**config.mk**
```make
export PLATFORM = sky130hd
export DESIGN_NAME = sct_orient
export DESIGN_NICKNAME = d
export VERILOG_FILES = /design/src/sv/sct_pkg.sv /design/src/sv/sct_orient.sv
export SDC_FILE = /design/constraint.sdc
export NUM_CORES = 2
export LEC_CHECK = 0
export ABC_AREA = 0
export BUFFER_PORTS_ARGS = -buffer_cell sky130_fd_sc_hd__buf_2
export CAP_MARGIN = 5
export CORE_AREA = 4 4 219 382
export DETAILED_ROUTE_END_ITERATION = 8
export DIE_AREA = 0 0 223 386
export GPL_TIMING_DRIVEN = 1
export SLEW_MARGIN = 20
export SYNTH_ARGS = -nofsm -noshare
export SYNTH_HDL_FRONTEND = slang
export SYNTH_SLANG_ARGS = --single-unit
```
**constraint.sdc**
```tcl
create_clock -name clock -period 7.5 [get_ports clock]
set_input_delay 0.375 -clock clock [delete_from_list [all_inputs] [get_ports clock]]
set_output_delay 0.375 -clock clock [all_outputs]
set_load 0.005 [all_outputs]
```
**src/sv/sct_pkg.sv**
```systemverilog
// Shared types and constants for the segment crossing test block.
// No dependencies; used by sct_orient and segment_crossing_test_top.
package sct_pkg;

   // Width of every coordinate field on the request side.
   localparam int FIELD_BITS = 16;
   // Width of the margin scale register.
   localparam int CSR_BITS = 16;
   // Fixed-point position of the margin scale (units of 2^-20).
   localparam int MARGIN_FRAC_BITS = 20;
   // Margin scale after reset, about 0.0001 of the summed extents.
   localparam logic [CSR_BITS-1:0] MARGIN_RESET = 16'd105;

   // Which test decided the outcome.
   typedef enum logic [1:0] {
      VERDICT_BOX_REJECT = 2'd0,
      VERDICT_B_SAME_SIDE = 2'd1,
      VERDICT_A_SAME_SIDE = 2'd2,
      VERDICT_CROSSING = 2'd3
   } verdict_type;

   // Sign of a doubled triangle area; both low means zero.
   typedef struct packed {
      logic pos;
      logic neg;
   } orient_sign_type;

endpackage

```
**src/sv/sct_orient.sv**
```systemverilog
// Three-stage orientation unit: sign of the doubled signed area of (p1, p2, p3).
// Depends on sct_pkg for the sign struct.
module sct_orient #(
   parameter int COORD_BITS = 16
) (
   input  logic                           clock,
   input  logic signed [COORD_BITS-1:0]   p1_x,
   input  logic signed [COORD_BITS-1:0]   p1_y,
   input  logic signed [COORD_BITS-1:0]   p2_x,
   input  logic signed [COORD_BITS-1:0]   p2_y,
   input  logic signed [COORD_BITS-1:0]   p3_x,
   input  logic signed [COORD_BITS-1:0]   p3_y,
   output sct_pkg::orient_sign_type       sign_out
);

   localparam int DW = COORD_BITS + 1;
   localparam int PW = 2 * DW;

   logic signed [DW-1:0] d21_x_ff, d21_y_ff, d31_x_ff, d31_y_ff;
   logic signed [PW-1:0] prod_l_ff, prod_r_ff;
   sct_pkg::orient_sign_type sign_ff;

   // stage 1: edge vectors
   always_ff @(posedge clock) begin
      d21_x_ff <= DW'(p2_x) - DW'(p1_x);
      d21_y_ff <= DW'(p2_y) - DW'(p1_y);
      d31_x_ff <= DW'(p3_x) - DW'(p1_x);
      d31_y_ff <= DW'(p3_y) - DW'(p1_y);
   end

   // stage 2: cross product terms
   always_ff @(posedge clock) begin
      prod_l_ff <= PW'(d21_x_ff) * PW'(d31_y_ff);
      prod_r_ff <= PW'(d31_x_ff) * PW'(d21_y_ff);
   end

   // stage 3: sign of the difference, by comparing the terms
   always_ff @(posedge clock) begin
      sign_ff.pos <= prod_l_ff > prod_r_ff;
      sign_ff.neg <= prod_l_ff < prod_r_ff;
   end

   assign sign_out = sign_ff;

endmodule

```
Word level (Yosys, flattened, before mapping)
Index checks and enable logic that the tools add are counted.

storage, ports and cells
  input bits = 97
  memory bits (read-only) = 0
  output and inout port bits = 2
  register bits = 138
  bits in latches = 0
  memories kept = 0
  memory bits (writable) = 0
  word-level logic and storage cells = 16

cells by class
  $lt $le $gt $ge = 2
  reduce and logical (&&, ||, !) cells = 0
  bitwise operators = 0
  shift operators = 0
  equal/unequal tests = 0
  multiply operators = 2
  muxes and demuxes = 0
  add/sub/neg operators = 4
  divide/modulo/power cells = 0

operators with widths
  kind                                            number
  17-bit by 17-bit multiplier with 34-bit output  2
  16-bit by 16-bit subtractor with 17-bit output  4
  34-bit greater-than comparator                  1
  34-bit < comparator                             1

Depth between registers and ports, before layout
  depth after elaboration = 1
  mapped depth = 25
  depth with buffers taken out = 23

Worst setup path before layout
No wires, ideal clock.

  path type = flip-flop to flip-flop
  from = reg d31_y_ff[8]
  to = reg prod_l_ff[33]
  path buffers = 2
  clock period less this slack = 5.973 ns
  library setup time = 0.118 ns
  path slack = 1.527 ns
  required time = 7.382 ns
  stages on the path, launching flop included = 24
  arrival time = 5.855 ns
  cell sequence = dfxtp_1 clkbuf_1 clkbuf_1 nand2_1 fa_1 inv_1 fa_1 inv_1 fa_1 inv_1 fa_1 fa_1 inv_1 fa_1 inv_1 ha_1 a21oi_1 nand2_1 a221o_2 a31o_4 o2111ai_2 nand3_2 o22a_1 xnor2_1

between the ends
  cells in the longest elaborated chain, start to end = 1

ends and longest elaborated chain
  element                                         RTL line          text
  start, declared                                 sct_orient.sv:19  logic signed [DW-1:0] d21_x_ff, d21_y_ff, d31_x_ff, d31_y_ff;
  start signal, assigned                          sct_orient.sv:28  d31_y_ff <= DW'(p3_y) - DW'(p1_y);
  17-bit by 17-bit multiplier with 34-bit output  sct_orient.sv:33  prod_l_ff <= PW'(d21_x_ff) * PW'(d31_y_ff);
  end signal, assigned                            sct_orient.sv:33
  end, declared                                   sct_orient.sv:20  logic signed [PW-1:0] prod_l_ff, prod_r_ff;

No other way between the ends.

Worst setup path after layout
  from = reg d31_y_ff[8]
  to = reg prod_l_ff[32]

The elaborated chain is that of the path after synthesis.

==> results <==
- The cell at the slowest stage of the critical path is dfxtp_1.
- Setup repair after global routing left no endpoint under its margin.
- For this block, the initial DRC count from the detailed router was around 870.
- The clock period could shrink to 6555 ps.
- The number of failing hold endpoints at the final stage is 0.
- The count of synthesis-stage warnings from yosys is 0.
- The startpoint-to-endpoint class of the critical path is reg2reg.
- Setup violations remaining at the end of the flow were counted as 0.
- Detailed placement finished with a half-perimeter wire length of about 65,000 um.
- The utilization of the core after routing is between 30% and 40%.
- The critical path runs through a total of 20 cells.
- The wire length of the first global-routing pass is 121,600 um.
- The area of the multi-input gates is 22,360 um2.
- The clock net in this run drives a total of roughly 140 sinks.
- The share of synthesized area occupied by flip-flops and latches is 9.870%.
- The met2 layer usage reported by global route is 36.83%.
- The signal on the critical path passes through nand2_1 -> fa_1 -> inv_1 -> fa_1 -> fa_1 -> fa_1 -> fa_1 -> inv_1 -> fa_1 -> inv_1 -> ha_1 -> a211oi_1 -> o21ai_0 -> o2111a_1 -> a311o_1 -> a211oi_2 -> o21ai_1 -> a31o_1 -> a21oi_2 -> xnor2_1.
- The kind of capture point of the worst setup path is a flip-flop.
- The clock tree synthesis step divided the H-tree into 4 levels.
- The number of nets handed over by synthesis was around 4,000.
- Counting flops with a built-in enable in the synthesized netlist gives 0.
- After detailed routing, the number of remaining DRC violations is 0.
- In this run the most used layer during global routing was met2.
- The count of buffers added on input and output ports is 98.
- The post-cts repair resize count is 0.
- In this design, the critical path's most frequently occurring cell is fa_1.
- The post-synthesis cell type with the largest combined area is fa_1.
- After detailed routing, the average wire length per cell comes to between 15 and 20 um.
- The worst path required time is roughly 7900 ps.
- Global routing consumed, over all layers together, between 10% and 20% of the routing resources.
- The buffer depth of the longest clock path is 2.
- Clock-pin slew was measured on the worst setup and hold paths at 70 ps.
- The largest net degree at the start of global routing is 18.
- The placer congestion estimate is between 0.9 and 1.
- For met1 alone, demand over resource in global routing was a little under a fifth.
- The floorplan step set the die width to 223 um.
- The count of nets left with antenna violations once routing finished came out at 0.
- The share of flip-flops with an asynchronous set or reset is 0%.
- By area the synthesized netlist is led by fa_1, ha_1, dfxtp_1.
- In the global route stage, met3 resource usage came out at roughly 1.4%.
- The worst pin sits at a relative slew slack of a little under two fifths.
- The most common cell after layout, fill and taps aside is inv_1.
- The count of mapped cells out of synthesis is roughly 3,000.
- The post-route fraction of the period consumed by the critical path is 87.40%.
- The count of different cell masters after synthesis is 64.
- The TritonCTS clock tree is done.
- The worst reg-to-reg path cell count is 20.
- Wires add up to 75,070 um.
- Each instance of the synthesized netlist takes up on average 9.299 um2.
- Derived from the worst setup path, the maximum achievable clock frequency is 152.6 MHz.
- The element type at the critical path start is a flip-flop.
- The post-CTS setup-driven buffer insertion count is 0.
- The mapped cell area is ~28,000 um2.
- The CTS buffer count is 17.
- The max-cap violation count is 0.
- The clock latency on the worst-skew pair is roughly 470 ps.
- The largest single stage delay on the critical path is 810 ps.
- The core box area is just over 80,000 um2.
- The count of vias placed by the detailed router is around 20,000.
- Of all nets on the critical path, the largest fanout is 17.
- The via count of the first global-routing pass is 22,430.
- The register bit total from synthesis is 138.
- The type of the tightest min-delay check is in2reg.
- Among cell families on the critical path, the largest total delay comes from adder cells.
- Dividing the detail-routed via count by the number of cells gives 4.815.
- The clock skew is between 15 and 20 ps.
- Summed over its instances, the top area cell type makes up 42.63% of the synthesized netlist area.
- The layout overhead on the synthesized area is 8.185%.
- The setup TNS after final layout is 0 ps.
- The number of fillers in the final layout is between 8,000 and 9,000.
- The run finished with clean final reports.
- Leaving out fill and tap cells, the most frequent cells in the layout are inv_1, fa_1, nand2_1, and2_1, ha_1.
- The clock root buffer master is clkbuf_16.
- The cell count of the worst hold path is 3.
- Global routing finished with a remaining overflow of 0.
- In the synthesized netlist the dominant register cell turns out to be dfxtp_1.
- The initial antenna violation count is 2.
- The data arrival at the endpoint of the critical path is around 6900 ps.
- Cells with a size suffix above 1 make up under 10% of the layout.
- The floorplan has around 140 rows.
- The I/O pin count is 99.
- The pre-antenna-repair detailed-routing pass consisted of 5 iterations.
- For the pin with the worst max-slew slack, the measured transition is 919.1 ps.
- The effective utilization at floorplan is 34.71%.
- The buffers plus inverters on the worst setup path is 3.
- After clock tree synthesis, the flow added hold-fix buffers numbering 0.
- The number of pins exceeding their max-slew limit in the final report is 0.
- Across the whole layout, storage elements account for about 2800 um2.
- In this run the vertical extent of the chip is around 390 um.
- The floorplan step defined a die boundary enclosing ~86,000 um2.
- The final layout contains 4,031 nets.
-- area by class of cell --
class,instances,share of cell area (%)
clock buffer,18,1.450
tap,1050,4.338
antenna,1,0.008264
clock inverter,14,0.6115
sequential,138,9.123
inverter,688,8.528
multi-input combinational,2107,73.82
timing repair buffer,118,2.116
-- registers in the layout, indices dropped and copies added, names as in the netlist --
register / count
prod_l_ff: 34
prod_r_ff: 34
d21_x_ff: 17
d21_y_ff: 17
d31_x_ff: 17
d31_y_ff: 17
sign_out: 2
-- worst paths after layout --
path / from / slack [ps] / endpoint
max: d31_y_ff[8] / 950 / prod_l_ff[32]
min: p1_x[0] / 200 / d21_x_ff[0]
max reg2reg: d31_y_ff[8] / 950 / prod_l_ff[32]
min reg2reg: d21_x_ff[0] / 730 / prod_l_ff[0]
-- metal layers --
| layer | part of all wire (%) | up-vias |
|---|---|---|
| li1 | - | 9208 |
| met1 | 35 | 10160 |
| met2 | 58 | 365 |
| met3 | 2.0 | 172 |
| met4 | 5.5 | 0 |
| met5 | 0 | - |
-- cell usage after synthesis, drive strengths merged, types with 17 or more instances --
library cell / n
nand3: 32
clkbuf: 72
a21oi: 81
o21a: 24
nand2b: 17
inv: 688
nor3: 27
ha: 268
nor2: 99
dfxtp: 138
nand2: 320
o21ai: 46
xor2: 19
fa: 596
and2: 292
and3: 17
nor2b: 17
xnor2: 95
a21o: 28
-- per-stage QoR --
| step | hold slack (ps) | std cells | setup slack, ps | area (um2) |
|---|---|---|---|---|
| 2_1_floorplan | 502.1 | 3010 | 1527 | 27990 |
| 5_1_grt | 187.8 | 4134 | 571.6 | 30280 |
| 3_5_place_dp | 682.0 | 4101 | 1027 | 29650 |
| 4_1_cts | 160.5 | 4133 | 944.9 | 30280 |
| 6_report | 195.2 | 4134 | 945.1 | 30280 |
| 3_3_place_gp | 672.6 | 4101 | 1112 | 29650 |
-- tightest hold or removal path, stage by stage --
cell,delay (ps)
buf_2,90
ha_1,120
inv_1,40
-- logic make-up after synthesis --
| family | synth area share (%) |
|---|---|
| XOR/XNOR | 3.567 |
| flip-flops | 9.870 |
| multiplexers | 0.03576 |
| AND/OR/NAND/NOR | 15.24 |
| adder cells (fa/ha/maj) | 54.61 |
| buffers and inverters | 10.26 |
| AO/OA/AOI/OAI | 6.419 |
Power is not shown: default switching activity piles up to over one toggle a cycle in this logic, so the estimate is an artifact.
